## src/hdl/psob_pkg.sv

```systemverilog
// ----------------------------------------------------------------------------
// psob_pkg
// Shared types and codes for the price-sorted ask-side order book.
// ----------------------------------------------------------------------------
`default_nettype none
package psob_pkg;

    typedef enum logic [1:0] {
        FUNC_ADD   = 2'd0,
        FUNC_QUERY = 2'd1,
        FUNC_BUY   = 2'd2,
        FUNC_NONE  = 2'd3
    } func_t;

    typedef enum logic [1:0] {
        ST_OK    = 2'd0,
        ST_FULL  = 2'd1,
        ST_SHORT = 2'd2
    } status_t;

    localparam int unsigned STOCK_W   = 20;
    localparam int unsigned AMOUNT_W  = 36;
    localparam logic [STOCK_W-1:0] STOCK_MAX = '1;

    typedef struct packed {
        logic [1:0]  func;
        logic [15:0] price;
        logic [15:0] quantity;
        logic        owner_is_group;
        logic [11:0] owner_id;
    } req_t;

    typedef struct packed {
        logic [1:0]          status;
        logic                fill_owner_is_group;
        logic [11:0]         fill_owner_id;
        logic [15:0]         fill_quantity;
        logic [15:0]         fill_price;
        logic [AMOUNT_W-1:0] amount;
        logic [STOCK_W-1:0]  total_stock;
        logic                last;
    } rsp_t;

    typedef struct packed {
        logic [15:0] price;
        logic [15:0] quantity;
        logic        kind;
        logic [11:0] owner;
    } offer_t;

endpackage
`default_nettype wire

```

## src/hdl/psob_front.sv

```systemverilog
// ----------------------------------------------------------------------------
// psob_front
// Accepts requests, drops undefined operations and queues the rest in a
// two-entry FIFO for the execution engine.
// ----------------------------------------------------------------------------
`default_nettype none
module psob_front (
    input  wire               aclk,
    input  wire               aresetn,
    input  wire               s_valid,
    output logic              s_ready,
    input  psob_pkg::req_t    s_data,
    output logic              q_valid,
    input  wire               q_ready,
    output psob_pkg::req_t    q_data
);
    import psob_pkg::*;

    req_t       mem_reg [2];
    logic       wptr_reg, rptr_reg;
    logic [1:0] cnt_reg;
    logic       push, pop;

    assign s_ready = (cnt_reg != 2'd2);
    // Undefined operations are taken but never queued.
    assign push    = s_valid && s_ready && (s_data.func != FUNC_NONE);
    assign q_valid = (cnt_reg != 2'd0);
    assign q_data  = mem_reg[rptr_reg];
    assign pop     = q_valid && q_ready;

    always_ff @(posedge aclk) begin
        if (!aresetn) begin
            wptr_reg <= 1'b0;
            rptr_reg <= 1'b0;
            cnt_reg  <= 2'd0;
        end else begin
            if (push) begin
                mem_reg[wptr_reg] <= s_data;
                wptr_reg <= ~wptr_reg;
            end
            if (pop)
                rptr_reg <= ~rptr_reg;
            cnt_reg <= cnt_reg + {1'b0, push} - {1'b0, pop};
        end
    end
endmodule
`default_nettype wire

```

## src/hdl/psob_back.sv

```systemverilog
// ----------------------------------------------------------------------------
// psob_back
// Execution engine: holds the sorted offer table in registers, inserts in
// parallel, walks offers one at a time for queries and buys, and drives the
// output register.
// ----------------------------------------------------------------------------
`default_nettype none
module psob_back #(
    parameter int unsigned OFFER_SLOTS = 16
) (
    input  wire               aclk,
    input  wire               aresetn,
    input  wire               q_valid,
    output logic              q_ready,
    input  psob_pkg::req_t    q_data,
    output logic              m_valid,
    input  wire               m_ready,
    output psob_pkg::rsp_t    m_data
);
    import psob_pkg::*;

    localparam int unsigned IW = (OFFER_SLOTS > 1) ? $clog2(OFFER_SLOTS) : 1;
    localparam int unsigned CW = $clog2(OFFER_SLOTS + 1);

    typedef enum logic [1:0] {S_IDLE, S_WALK, S_MUL, S_OUT} state_t;

    offer_t              tab_reg [OFFER_SLOTS];
    logic [CW-1:0]       count_reg;
    logic [STOCK_W-1:0]  stock_reg;
    state_t              state_reg;
    req_t                cur_reg;
    logic [IW-1:0]       idx_reg;
    logic [15:0]         left_reg;
    logic [AMOUNT_W-1:0] cost_reg;
    logic [15:0]         take_reg, tprice_reg;
    logic                tkind_reg;
    logic [11:0]         towner_reg;
    logic                drop_reg, done_reg;
    logic                m_valid_reg;
    rsp_t                m_data_reg;

    logic                out_free;
    logic                emit;
    logic [CW-1:0]       pos;
    logic [STOCK_W:0]    add_sum;
    offer_t              cur_off;
    logic [15:0]         take;
    logic [31:0]         prod;

    function automatic rsp_t plain_rsp(input status_t st, input logic [AMOUNT_W-1:0] amt,
                                       input logic [STOCK_W-1:0] stk);
        rsp_t r;
        r = '0;
        r.status      = st;
        r.amount      = amt;
        r.total_stock = stk;
        r.last        = 1'b1;
        return r;
    endfunction

    assign m_valid  = m_valid_reg;
    assign m_data   = m_data_reg;
    assign out_free = !m_valid_reg || m_ready;
    assign q_ready  = (state_reg == S_IDLE) && out_free;

    // Insertion point: after all offers priced at or below the new one.
    always_comb begin
        pos = CW'(0);
        for (int i = 0; i < OFFER_SLOTS; i++)
            if (CW'(i) < count_reg && tab_reg[i].price <= q_data.price)
                pos = CW'(i + 1);
    end

    // A result is loaded this cycle either straight from an accepted request
    // or from the output state of a walk (each buy fill, or a finished query).
    always_comb begin
        emit = 1'b0;
        if (state_reg == S_IDLE && q_valid && q_ready) begin
            if (q_data.func == FUNC_ADD)
                emit = 1'b1;
            else if ((q_data.func == FUNC_QUERY || q_data.func == FUNC_BUY)
                     && (STOCK_W'(q_data.quantity) > stock_reg
                         || q_data.quantity == 16'd0))
                emit = 1'b1;
        end else if (state_reg == S_OUT && out_free) begin
            emit = 1'b1;
        end
    end

    assign add_sum = {1'b0, stock_reg} + (STOCK_W + 1)'(q_data.quantity);
    // Buys always work at the head; queries walk the index.
    assign cur_off = tab_reg[idx_reg];
    assign take    = (cur_off.quantity < left_reg) ? cur_off.quantity : left_reg;
    assign prod    = take_reg * tprice_reg;

    always_ff @(posedge aclk) begin
        if (!aresetn) begin
            state_reg   <= S_IDLE;
            count_reg   <= '0;
            stock_reg   <= '0;
            m_valid_reg <= 1'b0;
        end else begin
            m_valid_reg <= emit || (m_valid_reg && !m_ready);
            unique case (state_reg)
                S_IDLE: begin
                    if (q_valid && q_ready) begin
                        cur_reg    <= q_data;
                        idx_reg    <= '0;
                        left_reg   <= q_data.quantity;
                        cost_reg   <= '0;
                        unique case (func_t'(q_data.func))
                            FUNC_ADD: begin
                                if (q_data.quantity == 16'd0) begin
                                    m_data_reg <= plain_rsp(ST_OK, '0, stock_reg);
                                end else if (count_reg == CW'(OFFER_SLOTS)
                                             || add_sum[STOCK_W]) begin
                                    m_data_reg <= plain_rsp(ST_FULL, '0, stock_reg);
                                end else begin
                                    for (int i = 0; i < OFFER_SLOTS; i++) begin
                                        if (CW'(i) == pos)
                                            tab_reg[i] <= '{q_data.price,
                                                q_data.quantity, q_data.owner_is_group,
                                                q_data.owner_id};
                                        else if (CW'(i) > pos && i > 0)
                                            tab_reg[i] <= tab_reg[i-1];
                                    end
                                    count_reg  <= count_reg + CW'(1);
                                    stock_reg  <= add_sum[STOCK_W-1:0];
                                    m_data_reg <= plain_rsp(ST_OK, '0,
                                                            add_sum[STOCK_W-1:0]);
                                end
                            end
                            FUNC_QUERY, FUNC_BUY: begin
                                if (STOCK_W'(q_data.quantity) > stock_reg) begin
                                    m_data_reg <= plain_rsp(ST_SHORT, '0, stock_reg);
                                end else if (q_data.quantity == 16'd0) begin
                                    m_data_reg <= plain_rsp(ST_OK, '0, stock_reg);
                                end else begin
                                    state_reg <= S_WALK;
                                end
                            end
                            default: ;
                        endcase
                    end
                end
                S_WALK: begin
                    // One offer per pass; product formed in the next cycle.
                    take_reg   <= take;
                    tprice_reg <= cur_off.price;
                    tkind_reg  <= cur_off.kind;
                    towner_reg <= cur_off.owner;
                    left_reg   <= left_reg - take;
                    done_reg   <= (left_reg == take);
                    if (cur_reg.func == FUNC_BUY) begin
                        drop_reg <= (cur_off.quantity == take);
                        tab_reg[0].quantity <= cur_off.quantity - take;
                        stock_reg <= stock_reg - STOCK_W'(take);
                    end else begin
                        idx_reg <= idx_reg + IW'(1);
                    end
                    state_reg <= S_MUL;
                end
                S_MUL: begin
                    if (cur_reg.func == FUNC_BUY) begin
                        if (drop_reg) begin
                            for (int i = 0; i + 1 < OFFER_SLOTS; i++)
                                tab_reg[i] <= tab_reg[i+1];
                            count_reg <= count_reg - CW'(1);
                        end
                        state_reg <= S_OUT;
                    end else begin
                        cost_reg <= cost_reg + AMOUNT_W'(prod);
                        state_reg <= done_reg ? S_OUT : S_WALK;
                    end
                end
                S_OUT: begin
                    if (out_free) begin
                        if (cur_reg.func == FUNC_BUY) begin
                            m_data_reg <= '{status: ST_OK,
                                            fill_owner_is_group: tkind_reg,
                                            fill_owner_id: towner_reg,
                                            fill_quantity: take_reg,
                                            fill_price: tprice_reg,
                                            amount: AMOUNT_W'(prod),
                                            total_stock: stock_reg,
                                            last: done_reg};
                            state_reg <= done_reg ? S_IDLE : S_WALK;
                        end else begin
                            m_data_reg <= plain_rsp(ST_OK, cost_reg, stock_reg);
                            state_reg  <= S_IDLE;
                        end
                    end
                end
                default: state_reg <= S_IDLE;
            endcase
        end
    end
endmodule
`default_nettype wire

```

## src/hdl/price_sorted_order_book_top.sv

```systemverilog
// Add, refused or zero requests reach the output through the queue, then the
// engine and its output register. A query walks each offer through the walk
// and multiply states, then the output state; a buy sends each fill through
// the walk, multiply and output states, and the output can stall the engine.
// One request is executed at a time; two more may wait in the queue.
// Reset (aresetn low, synchronous) empties the book and the queue.
// ----------------------------------------------------------------------------
// price_sorted_order_book_top
// Ask side of a limit order book with a queued front end and serial engine.
// ----------------------------------------------------------------------------
`default_nettype none
module price_sorted_order_book_top #(
    parameter int unsigned OFFER_SLOTS = 16
) (
    input  wire               aclk,
    input  wire               aresetn,
    input  wire               s_valid,
    output logic              s_ready,
    input  psob_pkg::req_t    s_data,
    output logic              m_valid,
    input  wire               m_ready,
    output psob_pkg::rsp_t    m_data
);
    import psob_pkg::*;

    logic q_valid, q_ready;
    req_t q_data;

    psob_front u_front (
        .aclk, .aresetn, .s_valid, .s_ready, .s_data,
        .q_valid, .q_ready, .q_data
    );

    psob_back #(.OFFER_SLOTS(OFFER_SLOTS)) u_back (
        .aclk, .aresetn, .q_valid, .q_ready, .q_data,
        .m_valid, .m_ready, .m_data
    );
endmodule
`default_nettype wire

```

## config.mk

```make
export PLATFORM = sky130hd
export DESIGN_NAME = price_sorted_order_book_top
export DESIGN_NICKNAME = d
export VERILOG_FILES = /design/src/hdl/psob_pkg.sv /design/src/hdl/psob_front.sv /design/src/hdl/psob_back.sv /design/src/hdl/price_sorted_order_book_top.sv
export SDC_FILE = /design/constraint.sdc
export NUM_CORES = 2
export LEC_CHECK = 0
export ABC_CLOCK_PERIOD_IN_PS = 38600
export BUFFER_PORTS_ARGS = -buffer_cell sky130_fd_sc_hd__buf_2
export CAP_MARGIN = 20
export CORE_ASPECT_RATIO = 0.6
export CORE_MARGIN = 3
export CORE_UTILIZATION = 60
export CTS_CLUSTER_SIZE = 24
export DETAILED_ROUTE_END_ITERATION = 7
export PLACE_DENSITY_LB_ADDON = 0.3
export SYNTH_ARGS = -nofsm -noshare
export SYNTH_HDL_FRONTEND = slang
export SYNTH_SLANG_ARGS = --single-unit
export TNS_END_PERCENT = 100
```

## constraint.sdc

```tcl
create_clock -name aclk -period 38.6 [get_ports aclk]
set_input_delay 3.86 -clock aclk [delete_from_list [all_inputs] [get_ports aclk]]
set_output_delay 3.86 -clock aclk [all_outputs]
set_load 0.05 [all_outputs]
```

-- Yosys cells after proc, flatten, opt, wreduce, memory -nomap -nowiden
Memories as Yosys holds them, arrays and structs flattened. A register that Yosys moved wholly into a read port is not among the register bits.
Index checks and enable logic that the tools add are counted.
- word-level logic and storage cells: 585
- memories kept: 2
- memory bits (writable): 814
- output and inout port bits: 106
- bits of input ports: 51
- bits in registers: 241
- memories (memory ; words ; width ; read ports ; clocked after memory_dff ; wr ports ; RTL line ; source):
    u_back.tab_reg ; 16 ; 45 ; 17 ; 1 ; 16 ; psob_back.sv:27 ; offer_t tab_reg [OFFER_SLOTS];
    u_front.mem_reg ; 2 ; 47 ; 1 ; 1 ; 1 ; psob_front.sv:19 ; req_t mem_reg [2];
- multipliers: 1
- order comparisons: 49
- bitwise logic cells: 35
- multiplexer cells: 372
- add/sub/neg operators: 10
- reduce and logical (&&, ||, !) cells: 51
- eq/ne operators: 40
- operators by type and width (cell ; count):
    2-to-1 mux 45 bit ; 29
    2-to-1 mux 104 bit ; 5
    case mux 104 bit (2 select lines) ; 2
    2-to-1 mux 1 bit ; 283
    <= comparator 16 bit ; 16
    2-to-1 mux 5 bit ; 21
    2-to-1 mux 103 bit ; 1
    2-to-1 mux 102 bit ; 1
    2-to-1 mux 20 bit ; 5
    2-to-1 mux 16 bit ; 5
    2-to-1 mux 36 bit ; 2
    case mux 36 bit (2 select lines) ; 1
    == test 4 x 5 -> 1 bit, first input constant ; 8
    greater-than comparator 4 x 5 -> 1 bit, first input constant ; 8
    < comparator 4 x 5 -> 1 bit, first input constant ; 8
    case mux 20 bit (2 select lines) ; 1
    adder 36 x 32 -> 36 bit ; 1
    OR 1 bit ; 33
    == test 16 bit ; 2
    multiplier 16 x 16 -> 32 bit ; 1
    case mux 16 bit (2 select lines) ; 1
    subtractor 16 bit ; 2
    logical AND 1 bit ; 25
    adder 20 x 16 -> 21 bit ; 1
    other kinds (44) ; 96

-- Logic depth before layout (Yosys ltp)
An unclocked memory read counts as a cell.
- depth in word-level cells: 31
- gate-level depth with buffers: 35
- gate-level depth less buffers: 34

-- Hierarchy
A second synthesis with hierarchy kept.
- cells, all modules: 6758
- area total of the unflattened synthesis: 73939.7 µm²
- by module, submodules not included (module ; seq. area each (µm²) ; instances ; area each (µm²) ; cells each):
    psob_back ; 28537.4 ; 1 ; 70184.8 ; 6586
    psob_front ; 2922.8 ; 1 ; 3754.9 ; 172

-- Least setup slack after synthesis
No wires, ideal clock.
- path type: input to register
- start point: input m_ready
- end point: register u_back.m_data_reg (netlist bit u_back.m_data[0]), enable pin
- path buffers: 0
- library setup time: 849 ps
- data required time: 37751 ps
- arrival: 14888 ps
- setup slack: 22862 ps
- cell stages on the path: 4
- cells stage by stage: nor2b_1 nor2_1 o21ai_1 o41ai_1
- longest elaborated chain between the ends: 5
- elaborated cells between the ends (all ways): 6
- classes of those cells: eq/ne: 2; reduce/logical: 4
- ends and longest elaborated chain (item ; RTL line ; source):
    from (decl) ; price_sorted_order_book_top.sv:21 ; input wire m_ready,
    logical OR 1 bit ; psob_back.sv:63 ; assign out_free = !m_valid_reg || m_ready;
    logical AND 1 bit ; psob_back.sv:64 ; assign q_ready = (state_reg == S_IDLE) && out_free;
    logical AND 1 bit ; -- ;
    via u_front.pop ; psob_front.sv:22 ; logic push, pop;
    inequality test 2 bit (no source line) ; -- ;
    AND reduction 6 bit (no source line) ; -- ;
    to (signal assigned) ; psob_back.sv:114 ; m_data_reg <= plain_rsp(ST_OK, '0, stock_reg);
    to (signal assigned) ; psob_back.sv:117 ; m_data_reg <= plain_rsp(ST_FULL, '0, stock_reg);
    to (signal assigned) ; psob_back.sv:129 ; m_data_reg <= plain_rsp(ST_OK, '0,
    to (decl) ; psob_back.sv:40 ; rsp_t m_data_reg;
The timed path passes the listed nets, and every way through them passes these cells.
A chain may end at the register's enable or synchronous reset.

-- Worst setup path in the final report
- start point: register u_back.take_reg[7]
- end point: register u_back.cost_reg[34], data pin
- longest elaborated chain between the ends: 4
- ends and longest elaborated chain (item ; RTL line ; source):
    from (decl) ; psob_back.sv:35 ; logic [15:0] take_reg, tprice_reg;
    from (signal assigned) ; psob_back.sv:148 ; take_reg <= take;
    multiplier 16 x 16 -> 32 bit ; psob_back.sv:94 ; assign prod = take_reg * tprice_reg;
    adder 36 x 32 -> 36 bit ; psob_back.sv:172 ; cost_reg <= cost_reg + AMOUNT_W'(prod);
    2-to-1 mux 36 bit ; psob_back.sv:164 ; if (cur_reg.func == FUNC_BUY) begin
    case mux 36 bit (2 select lines) ; psob_back.sv:104 ; unique case (state_reg)
    to (signal assigned) ; psob_back.sv:172 ;
    to (decl) ; psob_back.sv:34 ; logic [AMOUNT_W-1:0] cost_reg;
No other way between the ends. The select of a mux whose other input is x is not followed.

==> reports/qor.csv <==
metric,value,unit
outcome,"complete, but fails checks",
failing checks,DRC,
sequential area share after synthesis,42.5,%
clock latency on the worst-skew pair,0.77,ns
Sum Neg Setup Slack,0,ns
die area,128000,um^2
Layout fillers,9222,
DR WL met2,97400,um
Post-Syn Area,74000,um^2
IO Pins,157,
Total Routing Usage GR,37.8,%
cell taking the most area after synthesis,edfxtp_1,
Final Wtd Congestion,1.02,
CTS H-tree lvls,3,
"most common cell after layout, fill and taps aside",edfxtp_1,
initial DRC count,11000,
DP HPWL,164000,um
max-slew violation count,0,
antenna violations before repair,8,
Yosys cell types,94,
Critical path origin,u_back.take_reg[7]$_DFFE_PP_,
post-synth top area share,41.5,%
drt drc,7,
post-CTS sizing,0,
die width,459,um
RSZ-0062 raised after global routing,false,
routed via count,60000,
Via-to-Cell Ratio,6.96,
largest net degree at the start of global routing,187,
"commonest cells after routing, fill and taps aside","edfxtp_1 (1,023), nor2_1 (784), a21oi_1 (702), nand2_1 (582), ha_1 (501)",
share of layout cells above drive strength 1,11.4,%
Hold Crit Start,u_back.towner_reg[7]$_DFFE_PP_,
Placement Rows,99,
CTS Buffer Depth,3,
"Buf+Inv Stages, Crit Path",4,
syn_area_per_cell,10.6,um^2
"FFs w/ async S/R, synth",0,%
"Top FF cell, synth",edfxtp_1,
hold-fix buffers at CTS,0,
minimum clock period,9.38,ns
vias in the first global route,56400,
fin util,65.4,%
core area,122000,um^2
Critical R2R Launch,u_back.take_reg[7]$_DFFE_PP_,
WL met1,95500,um
Finish-stage setup viols,0,
final WL,245000,um
Ys Warns,0,
crit share post-route,24.3,%
clock-pin slew on the worst setup and hold paths,0.07,ns
Multi-input gate area,39500,um^2
CP Launch Type,flop,
CTS Root Cell,clkbuf_16,
first-pass GRT wire length,363000,um
met3 WL,44000,um
initial core utilization,60.7,%
post-synthesis register bit count,1060,
Largest register FFs,720,
post-route ant nets,0,
Pre-Repair DR Iteration Count,8,
Die H,278,um
area delta synth->final,7.73,%
total gr overflow,0,
Final Hold Fails,0,
register area,31500,um^2
Sink Count,1060,
Crit Path Category,flop to flop,
"Design Area, Final",79700,um^2
Worst-Margin Slew,1.39,ns
cts bufs inserted,103,
Post-synth EDFFs,1023,
Layout Nets,7671,
syn nets,7725,
Achievable Freq,107,MHz
Port Buffers,156,
Max-cap violations,0,
critical path arrival,9.89,ns
CTS tree,built,
synthesized instance count,6974,
Final Skew,0.0417,ns
critical path data required time,39.10,ns
CP peak stage delay,0.94,ns
crit-path leading delay family,compound AO/OA/AOI/OAI gates,
Crit Path Max Fanout,17,
"top cells by area, synth","edfxtp_1 (42%), ha_1 (8.5%), mux4_2 (6.8%)",
worst relative slew slack,7.64,%
HP Class,flop to flop,
Post-CTS Setup Inserts,0,
CP dominant cell by count,fa_1,
Critical-path top delay cell,edfxtp_1,
area post-placement,76100,um^2
Top Layer Used,met5,
CP Capture Type,flop,
DR WL/cell,28.4,um
final timing paths:
kind	end	slack (ns)	cells after the start
worst max-delay path	u_back.cost_reg[34]$_SDFFCE_PN0P_	29.22	31
worst min-delay path	u_back.m_data[96]$_SDFFCE_PN0P_	0.54	1
worst max register to register	u_back.cost_reg[34]$_SDFFCE_PN0P_	29.22	31
worst min register to register	u_back.m_data[96]$_SDFFCE_PN0P_	0.54	1
layer usage:
metal	GRT usage [%]	up-vias
li1	-	25600
met1	56.3	28900
met2	50.3	4954
met3	15.1	612
met4	12.2	8
met5	0	-
Yosys cell counts, drive strengths merged, types with 21 or more instances:
master,n
mux2,45
nor2,790
inv,385
o21bai,29
nand2b,28
nand2,591
edfxtp,1023
dfxtp,37
o211ai,70
a21o,59
fa,199
ha,501
mux2i,337
buf,130
o22ai,52
nand4,51
a31oi,38
nor2b,37
xnor2,74
nand3,124
o21a,68
a21oi,703
clkinv,21
and2,142
o21ai,395
nor3,53
a211oi,37
clkbuf,297
a22oi,51
and3,70
mux4,225
xor2,45
stage by stage:
| stage | hold slack, ns | std cells | worst slack, ns |
|---|---|---|---|
| CTS | 0.538 | 8621 | 29.37 |
| floorplan | 0.481 | 6974 | 22.86 |
| finish | 0.543 | 8629 | 29.22 |
| global placement | 0.507 | 8427 | 29.37 |
| detailed placement | 0.512 | 8427 | 29.27 |
| global route | 0.562 | 8625 | 28.79 |
cell type report:
type                       count  area share, %
clock inverter                76           1.04
inverter                     406           1.91
sequential                  1060           39.5
clock buffer                 118           3.36
antenna                        4         0.0126
tap                         1616           2.54
timing repair buffer         268           2.16
multi-input combinational   5081           49.5
cells by family after synthesis:
logic type | Yosys count | share of synthesized area [%]
adders and majority gates | 700 | 13.9
buffers and inverters | 833 | 4.56
DFF | 1060 | 42.5
AOI/OAI and AO/OA | 1685 | 13.7
and+or+nand+nor | 1970 | 11.9
muxes | 607 | 12.1
xor gates and xnor gates | 119 | 1.41
Power is not shown: default switching activity piles up to over one toggle a cycle in this logic, so the estimate is an artifact.
